**src/hdl/lac_pkg.sv**
```systemverilog
// Shared types, register map and constant tables for the cross-channel normalizer.
package lac_pkg;

    // Register indexes (byte address divided by four).
    localparam logic [2:0] REG_CHANNEL_COUNT   = 3'd0;
    localparam logic [2:0] REG_PIXEL_COUNT     = 3'd1;
    localparam logic [2:0] REG_WINDOW_SIZE     = 3'd2;
    localparam logic [2:0] REG_ALPHA_OVER_SIZE = 3'd3;
    localparam logic [2:0] REG_BETA_EXPONENT   = 3'd4;

    // Commands from the controller to the datapath.
    typedef struct packed {
        logic take;
        logic rd1;
        logic upd;
        logic rd2;
        logic fetch;
        logic uload;
        logic norm_step;
        logic log_init;
        logic log_step;
        logic emul;
        logic pow_step;
        logic mag;
        logic load_out;
        logic clr_step;
    } lac_cmd_t;

    // Status from the datapath to the controller.
    typedef struct packed {
        logic clr_done;
        logic emit;
        logic norm_done;
        logic iter_done;
        logic out_free;
    } lac_sts_t;

    typedef logic [31:0] lac_exp_tab_t [0:15];

    function automatic logic [63:0] lac_isqrt64(input logic [63:0] v);
        logic [63:0] r;
        logic [63:0] rem;
        logic [63:0] bit_w;
        r     = 64'd0;
        rem   = v;
        bit_w = 64'd1 << 62;
        for (int i = 0; i < 32; i++)
        begin
            if (rem >= r + bit_w)
            begin
                rem = rem - (r + bit_w);
                r   = (r >> 1) + bit_w;
            end
            else
            begin
                r = r >> 1;
            end
            bit_w = bit_w >> 2;
        end
        return r;
    endfunction

    // Entry j holds 2^-(2^-(j+1)) in Q1.31, built by repeated square roots.
    function automatic lac_exp_tab_t lac_make_exp_tab();
        lac_exp_tab_t tab;
        logic [63:0]  t;
        t      = lac_isqrt64(64'd1 << 61);
        tab[0] = t[31:0];
        for (int j = 1; j < 16; j++)
        begin
            t      = lac_isqrt64({t[32:0], 31'd0});
            tab[j] = t[31:0];
        end
        return tab;
    endfunction

    localparam lac_exp_tab_t EXP_TAB = lac_make_exp_tab();

endpackage

```
**src/hdl/lac_ctrl.sv**
```systemverilog
// Controller state machine sequencing one beat through the datapath.
module lac_ctrl (
    input  logic              clk,
    input  logic              rst_n,
    input  logic              in_valid,
    output logic              in_ready,
    input  lac_pkg::lac_sts_t sts,
    output lac_pkg::lac_cmd_t cmd
);

    typedef enum logic [13:0] {
        S_CLEAR = 14'b00000000000001,
        S_IDLE  = 14'b00000000000010,
        S_READ  = 14'b00000000000100,
        S_UPD   = 14'b00000000001000,
        S_READ2 = 14'b00000000010000,
        S_FETCH = 14'b00000000100000,
        S_ULOAD = 14'b00000001000000,
        S_NORM  = 14'b00000010000000,
        S_LOG   = 14'b00000100000000,
        S_EMUL  = 14'b00001000000000,
        S_POW   = 14'b00010000000000,
        S_MAG   = 14'b00100000000000,
        S_OUT   = 14'b01000000000000,
        S_SPARE = 14'b10000000000000
    } state_t;

    state_t state_reg;
    state_t state_next;

    always_ff @(posedge clk or negedge rst_n)
    begin
        if (!rst_n)
        begin
            state_reg <= S_CLEAR;
        end
        else
        begin
            state_reg <= state_next;
        end
    end

    always_comb
    begin
        state_next = state_reg;
        cmd        = '0;
        in_ready   = 1'b0;
        case (state_reg)
            S_CLEAR:
            begin
                cmd.clr_step = 1'b1;
                if (sts.clr_done)
                begin
                    state_next = S_IDLE;
                end
            end
            S_IDLE:
            begin
                in_ready = 1'b1;
                if (in_valid)
                begin
                    cmd.take   = 1'b1;
                    state_next = S_READ;
                end
            end
            S_READ:
            begin
                cmd.rd1    = 1'b1;
                state_next = S_UPD;
            end
            S_UPD:
            begin
                cmd.upd    = 1'b1;
                state_next = sts.emit ? S_READ2 : S_IDLE;
            end
            S_READ2:
            begin
                cmd.rd2    = 1'b1;
                state_next = S_FETCH;
            end
            S_FETCH:
            begin
                cmd.fetch  = 1'b1;
                state_next = S_ULOAD;
            end
            S_ULOAD:
            begin
                cmd.uload  = 1'b1;
                state_next = S_NORM;
            end
            S_NORM:
            begin
                if (sts.norm_done)
                begin
                    cmd.log_init = 1'b1;
                    state_next   = S_LOG;
                end
                else
                begin
                    cmd.norm_step = 1'b1;
                end
            end
            S_LOG:
            begin
                cmd.log_step = 1'b1;
                if (sts.iter_done)
                begin
                    state_next = S_EMUL;
                end
            end
            S_EMUL:
            begin
                cmd.emul   = 1'b1;
                state_next = S_POW;
            end
            S_POW:
            begin
                cmd.pow_step = 1'b1;
                if (sts.iter_done)
                begin
                    state_next = S_MAG;
                end
            end
            S_MAG:
            begin
                cmd.mag    = 1'b1;
                state_next = S_OUT;
            end
            S_OUT:
            begin
                if (sts.out_free)
                begin
                    cmd.load_out = 1'b1;
                    state_next   = S_IDLE;
                end
            end
            default:
            begin
                state_next = S_IDLE;
            end
        endcase
    end

endmodule

```
**config.mk**
```make
export PLATFORM = sky130hd
export DESIGN_NAME = lac_ctrl
export DESIGN_NICKNAME = d
export VERILOG_FILES = /design/src/hdl/lac_pkg.sv /design/src/hdl/lac_ctrl.sv
export SDC_FILE = /design/constraint.sdc
export NUM_CORES = 1
export LEC_CHECK = 0
export ABC_CLOCK_PERIOD_IN_PS = 4900
export BUFFER_PORTS_ARGS = -buffer_cell sky130_fd_sc_hd__buf_2
export CAP_MARGIN = 20
export CORE_MARGIN = 1
export CORE_UTILIZATION = 30
export CTS_BUF_LIST = sky130_fd_sc_hd__clkbuf_4 sky130_fd_sc_hd__clkbuf_8 sky130_fd_sc_hd__clkbuf_16
export CTS_CLUSTER_SIZE = 14
export DETAILED_ROUTE_END_ITERATION = 8
export GPL_ROUTABILITY_DRIVEN = 0
export PLACE_DENSITY = 0.53
export SLEW_MARGIN = 15
export SYNTH_ARGS = -nofsm -noshare
export SYNTH_HDL_FRONTEND = slang
export SYNTH_SLANG_ARGS = --single-unit
```
**constraint.sdc**
```tcl
create_clock -name clk -period 4.9 [get_ports clk]
set_input_delay 0.98 -clock clk [delete_from_list [all_inputs] [get_ports clk]]
set_output_delay 0.98 -clock clk [all_outputs]
set_load 0.05 [all_outputs]
```
==> impl_metrics.env, run 1 <==
export IMPL_critPathMaxFanout=10
export IMPL_cts_root_buf="clkbuf_4"
export IMPL_endpoint_kind="output pin"
export IMPL_outcome="finished, violations left"
export IMPL_critPathLaunchType="register"
export IMPL_syn_inst=102
export IMPL_p_per_area_mw_per_mm2=383
export IMPL_setup_ws_ps=1280
export IMPL_cp_arrival_ps=2640
export IMPL_async_reset_ff_share_pct=100
export IMPL_netlist_area_um2=938
export IMPL_final_setup_tns_ps=0
export IMPL_nNetsFinal=129
export IMPL_routed_via_count=882
export IMPL_design_area_mm2=0.00108
export IMPL_slew_headroom_pct=57.5
export IMPL_critical_path_max_stage_delay_ps=590
export IMPL_ir_drop_uv=216
export IMPL_ys_seq_area_share_pct=34.8
export IMPL_grt_pass1_wl_um=3710
export IMPL_cts_tree="done"
export IMPL_crit_required_ps=3920
export IMPL_worstMarginPinSlew_ps=632
export IMPL_grt_use_total_pct=14.5
export IMPL_dp_hpwl_um=1730
export IMPL_failed_checks="DRC"
export IMPL_dieWidth_um=57.9
export IMPL_final_util_pct=37.8
export IMPL_synthFlopType="dfrtp_1"
export IMPL_slowest_stage="or4_4"
export IMPL_post_cts_resized=0
export IMPL_min_path_type="in2async"
export IMPL_drc=1
export IMPL_crit_buf_inv=1
export IMPL_cp_depth=5
export IMPL_cts_buffers=3
export IMPL_antenna_found_initial=0
export IMPL_cts_max_level=1
export IMPL_area_delta_synth_final_pct=14.9
export IMPL_start_util_pct=32.9
export IMPL_avgViaCountPerCell=5.84
export IMPL_mostFrequentLayoutCell="buf_2"
export IMPL_clock_skew_ps=5.67
export IMPL_postCtsHoldBufs=0
export IMPL_drt_initial_drc_count=68
export IMPL_fillers=303
export IMPL_grt_pass1_vias=811
export IMPL_core_area_mm2=0.00285
export IMPL_hold_viol_final=0
export IMPL_clock_latency_ps=280
export IMPL_setup_viol=0
export IMPL_antenna_left=0
export IMPL_crit_family="simple AND/OR/NAND/NOR gates"
export IMPL_grt_overflow_total=0
export IMPL_diodes=0
export IMPL_routedWlPerCell_um=15.3
export IMPL_drive_above_1_share_pct=30.0
export IMPL_max_freq_ghz=0.276
export IMPL_final_cell_mix="22 x buf_2, 12 x dfrtp_1, 9 x nor2_1"
export IMPL_post_cts_setup_buffer_count=0
export IMPL_slew_violations=0
export IMPL_ys_ff_latch=13
export IMPL_dr_pass1_iters=6
export IMPL_cts_sinks=13
export IMPL_synth_edf_count=0
export IMPL_syn_avg_cell_area_um2=9.20
export IMPL_maxCapViolCount=0
export IMPL_largest_reg_flops=13
export IMPL_grt_max_degree=14
export IMPL_reg2reg_depth=5
export IMPL_syn_nets=110
export IMPL_leakage_nw=0.543
export IMPL_critical_path_class="reg2out"
export IMPL_fp_row_count=19
export IMPL_dpl_worst_slack_ps=1610
export IMPL_rsz0062_at_grt="no"
export IMPL_die_h_um=57.9
export IMPL_period_minus_slack_ps=3620
export IMPL_io_buffers=22
export IMPL_totalWireLength_um=2310
export IMPL_clkSlewWorstSetupHoldPaths_ps=80
export IMPL_ys_warn_count=0
export IMPL_fin_crit_sh_pct=73.9
export IMPL_die_area_mm2=0.00336
export IMPL_netlist_cell_type_count=40
export IMPL_path_cells="or4_4 > or3_4 > or3_1 > nor3b_1 > buf_2"
export IMPL_pin_count=23
export IMPL_post_dp_cell_area_mm2=0.00105
export IMPL_clockBufferDepth=2
## worst reg2reg max path, delay by kind of cell (launching register included)
kind | cells | cell delay (ps)
flip-flops | 1 | 510
AO/OA/AOI/OAI | 2 | 720
AND/OR/NAND/NOR | 3 | 1110
## metal layers
| metal | global-route usage (%) | vias to the layer above | share of wire (%) |
|---|---|---|---|
| met3 | 2.46 | 5 | 5.7 |
| li1 | - | 427 | - |
| met1 | 19.7 | 408 | 47 |
| met2 | 21.7 | 42 | 45 |
| met5 | 0 | - | 0 |
| met4 | 8.16 | 0 | 2.3 |
## per-stage QoR
| step | hold WS (ps) | instances | power (mW) |
|---|---|---|---|
| CTS | 582 | 151 | 0.411 |
| global placement | 611 | 147 | 0.334 |
| floorplan | 525 | 102 | 0.300 |
| detailed placement | 653 | 147 | 0.337 |
| global route | 598 | 151 | 0.437 |
| finish | 571 | 151 | 0.413 |
## final timing paths
| check | from | endpoint | slack (ps) |
|---|---|---|---|
| setup / recovery | state_reg[1] | cmd[2] | 1280 |
| hold / removal | rst_n | state_reg[10] | 570 |
| setup reg to reg | state_reg[8] | state_reg[7] | 2520 |
| hold reg to reg | state_reg[1] | state_reg[3] | 670 |
| max in group asynchronous | rst_n | state_reg[0] | 4040 |
| min in group clk | state_reg[1] | state_reg[3] | 670 |
## final cells by class
cell class / count / area, um^2 / area share, %
sequential: 13 / 327 / 30.3
clock buffer: 4 / 30.0 / 2.78
tap: 31 / 38.8 / 3.60
multi-input combinational: 79 / 566 / 52.4
timing repair buffer: 22 / 110 / 10.2
inverter: 2 / 7.51 / 0.696
## kinds of logic after synthesis
logic type,synth area share (%)
flip-flops,34.8
AO/OA/AOI/OAI,12.4
AND/OR/NAND/NOR,44.9
multiplexers,1.07
buffers and inverters,4.93
XOR/XNOR,1.87
## cells in the mapped netlist (3+ instances only)
library cell	instances	area [um^2]
nor3b_1	3	22.5
nor4b_1	4	35.0
nand2b_1	3	18.8
nor2_1	9	33.8
a21o_1	3	22.5
nor4_1	6	37.5
dfrtp_1	12	300
nor3_1	6	30.0
and3b_1	4	35.0
o21ai_0	5	25.0
clkbuf_1	6	22.5
and2_1	5	31.3
## power by group
group | switching [mW] | internal [mW] | leakage, nW | total [mW]
clock | 0.0367 | 0.0372 | 0.0184 | 0.0739
sequential | 0.0241 | 0.118 | 0.174 | 0.142
combinational | 0.127 | 0.0704 | 0.351 | 0.197
Note: power is estimated with default switching activity, not from simulation.
==> run 2: changes to the inputs <==
- ABC_CLOCK_PERIOD_IN_PS: 4900 -> 3000
- PLACE_DENSITY: 0.53 -> 0.55
- clock period: 4.9 -> 3 ns (I/O delays scaled with it)
==> run 2 against run 1 <==
  * The run still ends with DRC left
  * Via count increased by 1.4%
  * Largest cell class unchanged
  * Utilization rose by 3.6 points
  * Sequential cell count did not move
  * Worst hold slack got worse by 380 ps
  * Highest routed layer unchanged
  * Sequential power increased by 46%
  * Clock-buffer cell count unchanged
  * Register-to-register slack worse by 1900 ps
  * First-iteration DRC count fell by 13%
  * Non-clock buffer count rose by 8
  * Cell area is 9.4% higher
  * Critical path depth is the same
  * Global-route usage up 0.99 points
==> impl_metrics.env, run 2 (synthesis gave the netlist of run 1 again) <==
export IMPL_r2r_end="state_reg[7]"
export IMPL_largest_reg_flops=13
export IMPL_routedWlPerCell_um=14.3
export IMPL_antenna_left=0
export IMPL_critPathLaunchType="register"
export IMPL_area_delta_synth_final_pct=25.7
export IMPL_clkSlewWorstSetupHoldPaths_ps=80
export IMPL_mostFrequentLayoutCell="buf_2"
export IMPL_fin_crit_sh_pct=98.9
export IMPL_min_path_type="in2async"
export IMPL_period_minus_slack_ps=2970
export IMPL_reg2reg_depth=6
export IMPL_start_util_pct=32.9
export IMPL_r2r_slack_ps=660
export IMPL_dr_pass1_iters=6
export IMPL_cts_root_buf="clkbuf_4"
export IMPL_design_area_mm2=0.00118
export IMPL_avgViaCountPerCell=5.62
export IMPL_place_inst=152
export IMPL_leakage_nw=0.590
export IMPL_ir_drop_uv=291
export IMPL_cp_startpoint="state_reg[1]"
export IMPL_failed_checks="DRC"
export IMPL_cts_tree="done"
export IMPL_die_area_mm2=0.00336
export IMPL_cts_max_level=1
export IMPL_worstMarginPinSlew_ps=662
export IMPL_crit_end="cmd[5]"
export IMPL_cts_sinks=13
export IMPL_final_util_pct=41.4
export IMPL_drt_initial_drc_count=59
export IMPL_grt_pass1_wl_um=4040
export IMPL_grt_pass1_vias=890
export IMPL_layoutNonFillerInstCount=159
export IMPL_dieWidth_um=57.9
export IMPL_dp_hpwl_um=1740
export IMPL_clock_skew_ps=7.49
export IMPL_p_per_area_mw_per_mm2=605
export IMPL_critPathMaxFanout=6
export IMPL_drc=1
export IMPL_pin_count=23
export IMPL_dpl_worst_slack_ps=225
export IMPL_final_cell_mix="20 x buf_2, 12 x dfrtp_1, 9 x nor2_1"
export IMPL_grt_overflow_total=0
export IMPL_critical_path_class="reg2out"
export IMPL_slew_headroom_pct=55.5
export IMPL_cp_arrival_ps=2370
export IMPL_drive_above_1_share_pct=37.5
export IMPL_grt_max_degree=14
export IMPL_crit_required_ps=2400
export IMPL_routed_via_count=894
export IMPL_diodes=0
export IMPL_slew_violations=0
export IMPL_io_buffers=22
export IMPL_die_h_um=57.9
export IMPL_hold_viol_final=0
export IMPL_crit_reg2reg_launch="state_reg[1]"
export IMPL_rsz0062_at_grt="yes"
export IMPL_setup_viol=0
export IMPL_clockBufferDepth=2
export IMPL_post_dp_cell_area_mm2=0.00110
export IMPL_core_area_mm2=0.00285
export IMPL_antenna_found_initial=0
export IMPL_maxCapViolCount=0
export IMPL_nNetsFinal=137
export IMPL_outcome="finished, violations left"
export IMPL_endpoint_kind="output pin"
export IMPL_max_freq_ghz=0.337
export IMPL_postCtsHoldBufs=0
export IMPL_cts_buffers=3
export IMPL_fillers=296
export IMPL_setup_ws_ps=32.1
export IMPL_grt_use_total_pct=15.4
export IMPL_totalWireLength_um=2270
export IMPL_clock_latency_ps=280
export IMPL_fp_row_count=19
export IMPL_final_setup_tns_ps=0
-- run 2: cell count changes in the layout (fill, tap and decap cells not counted), sizes merged --
cell  delta
buf      +8
-- run 2: worst max-delay path: stages, from the launching register on --
cell	delay (ps)
dfrtp_1	390
or4_4	550
or3_4	420
or3_4	360
nor3b_4	200
buf_6	180
-- run 2: area by class of cell --
type | instances | area [um^2] | area share (%)
Timing Repair Buffer | 30 | 183 | 15.5
Clock buffer | 4 | 30.0 | 2.55
Tap cell | 31 | 38.8 | 3.29
Multi-Input combinational cell | 79 | 594 | 50.4
Sequential cell | 13 | 327 | 27.7
Inverter | 2 | 7.51 | 0.636
-- run 2: report_power, final --
group,switching [mW],internal (mW),total [mW]
combinational,0.242,0.148,0.390
sequential,0.0151,0.193,0.208
clock,0.0552,0.0606,0.116
-- run 2: how the worst min path moves through the flow --
stage,to
5_1_grt,state_reg[12]
4_1_cts,state_reg[12]
3_5_place_dp,state_reg[12]
6_report,state_reg[12]
3_3_place_gp,state_reg[12]
2_1_floorplan,state_reg[10]
-- run 2: what timing repair did --
item / 4_1_cts / 5_1_grt
endpoints found under the setup margin: 2 / 6
gates cloned: 0 / 0
setup buffers: 1 / 2
pin swaps: 2 / 3
resized for setup: 5 / 1
-- run 2: layer usage --
metal | global-route usage, % | up-vias | share of wire [%]
met4 | 3.74 | 0 | 1.1
li1 | - | 444 | -
met2 | 24.8 | 29 | 46
met3 | 5.13 | 2 | 6.1
met5 | 0 | - | 0
met1 | 20.1 | 419 | 47
-- run 2: stage by stage --
stage          hold WS [ps]  power [mW]
2_1_floorplan           304       0.497
3_3_place_gp            503       0.567
3_5_place_dp            504       0.572
4_1_cts                 201       0.708
5_1_grt                 199       0.764
6_report                190       0.714
==> run 3: changes to the inputs <==
- CORE_ASPECT_RATIO: default -> 2
==> run 3 against run 2 <==
  * The run now ends clean
  * Register-to-register slack is essentially flat
  * Largest power group unchanged
  * Non-clock buffer count stayed put
  * Sequential cell count stayed put
  * Clock skew is 1.8 ps lower
  * Final cell count is 0.63% lower
  * Critical path depth did not move
  * Critical endpoint unchanged
  * Worst hold slack improved by 59 ps
  * Sequential share of layout area is 0.19 points lower
  * Clock power increased by 46%
  * Die area grew 0.39%
  * Cell area is 1.1% higher
==> impl_metrics.env, run 3 (synthesis gave the netlist of run 1 again) <==
export IMPL_outcome="finished clean"
export IMPL_dr_pass1_iters=4
export IMPL_fp_row_count=28
export IMPL_grt_pass1_wl_um=4280
export IMPL_place_inst=152
export IMPL_clock_skew_ps=5.73
export IMPL_fillers=300
export IMPL_cts_sinks=13
export IMPL_final_setup_tns_ps=0
export IMPL_dp_hpwl_um=2070
export IMPL_cts_max_level=1
export IMPL_clock_latency_ps=240
export IMPL_grt_pass1_vias=900
export IMPL_area_delta_synth_final_pct=27.1
export IMPL_power_uw=760
export IMPL_avgViaCountPerCell=5.85
export IMPL_pin_count=23
export IMPL_drc=0
export IMPL_cts_tree="done"
export IMPL_cp_arrival_ps=2370
export IMPL_cts_buffers=3
export IMPL_mostFrequentLayoutCell="buf_2"
export IMPL_antenna_left=0
export IMPL_p_per_area_mw_per_mm2=637
export IMPL_grt_max_degree=14
export IMPL_io_buffers=22
export IMPL_max_freq_ghz=0.336
export IMPL_clkSlewWorstSetupHoldPaths_ps=60
export IMPL_layoutNonFillerInstCount=158
export IMPL_grt_use_total_pct=16.6
export IMPL_diodes=0
export IMPL_rsz0062_at_grt="yes"
export IMPL_antenna_found_initial=0
export IMPL_design_area_mm2=0.00119
export IMPL_core_area_mm2=0.00298
export IMPL_holdWs_ps=249
export IMPL_critPathLaunchType="register"
export IMPL_leakage_nw=0.598
export IMPL_die_h_um=81.1
export IMPL_routedWlPerCell_um=16.9
export IMPL_fin_crit_sh_pct=99.1
export IMPL_final_cell_mix="20 x buf_2, 11 x dfrtp_1, 9 x nor2_1"
export IMPL_setup_viol=0
export IMPL_dieWidth_um=41.5
export IMPL_critPathMaxFanout=7
export IMPL_clockBufferDepth=2
export IMPL_start_util_pct=31.5
export IMPL_critical_path_class="reg2out"
export IMPL_endpoint_kind="output pin"
export IMPL_drt_initial_drc_count=53
export IMPL_postCtsHoldBufs=0
export IMPL_cts_root_buf="clkbuf_8"
export IMPL_grt_overflow_total=0
export IMPL_die_area_mm2=0.00337
export IMPL_period_minus_slack_ps=2970
export IMPL_slew_violations=0
export IMPL_crit_required_ps=2400
export IMPL_largest_reg_flops=13
export IMPL_totalWireLength_um=2670
export IMPL_nNetsFinal=137
export IMPL_min_path_type="in2async"
export IMPL_drive_above_1_share_pct=38.3
export IMPL_worstMarginPinSlew_ps=609
export IMPL_maxCapViolCount=0
export IMPL_ir_drop_uv=677
export IMPL_routed_via_count=924
export IMPL_hold_viol_final=0
export IMPL_slew_headroom_pct=59.0
export IMPL_post_dp_cell_area_mm2=0.00111
run 3: changes by cell type in the layout (fill, tap and decap cells not counted):
cell      change
dfrtp_2       +1
nor3b_2       +1
clkbuf_4      -3
nor3b_4       -1
dfrtp_1       -1
clkbuf_8      +3
run 3: worst max-delay path: stages (launching register included):
cell,delay [ps]
dfstp_2,400
or4_4,530
or3_4,420
or3_4,350
nor3b_2,240
buf_6,190
run 3: metal layers:
layer	global-route usage (%)	share of wire [%]	vias to the layer above
met5	0	0	-
met4	7.42	3.2	0
met3	2.00	4.4	8
met2	32.0	56	37
met1	17.3	36	436
li1	-	-	443
run 3: worst paths after layout:
check | start | endpoint | slack (ps) | cells past startpoint
worst max-delay path | state_reg[0] | cmd[5] | 30 | 5
worst min-delay path | rst_n | state_reg[3] | 250 | 1
worst max register to register | state_reg[4] | state_reg[7] | 670 | 6
worst min register to register | state_reg[2] | state_reg[0] | 630 | 2
max in group asynchronous | rst_n | state_reg[0] | 2460 | 1
min in group clk | sts[4] | state_reg[0] | 490 | 2
run 3: power by group:
part	internal (mW)	total [mW]	switching (mW)	leakage [nW]
logic	0.139	0.378	0.239	0.399
registers	0.193	0.212	0.0185	0.172
clock network	0.103	0.169	0.0664	0.0262
run 3: cell type report:
cell class | instances | area, um^2 | share of cell area, %
Timing Repair Buffer | 30 | 183 | 15.3
Multi-Input combinational cell | 79 | 588 | 49.3
Tap cell | 30 | 37.5 | 3.15
Sequential cell | 13 | 328 | 27.5
Inverter | 2 | 7.51 | 0.630
Clock buffer | 4 | 48.8 | 4.09
run 3: repair_timing:
item                       in CTS  in global routing
buffers inserted                0                  2
gates resized for setup         3                  3
setup endpoints to repair       2                  3
hold endpoints to repair        0                  0
pin swaps                       0                  1
run 3: through the flow:
| step | util (%) | setup slack [ps] |
|---|---|---|
| 3_3_place_gp | 37.3 | 260 |
| 3_5_place_dp | 37.3 | 209 |
| 5_1_grt | 40.0 | -21.5 |
| 2_1_floorplan | - | -75.4 |
| 6_report | 40.0 | 27.0 |
| 4_1_cts | 39.2 | 3.56 |
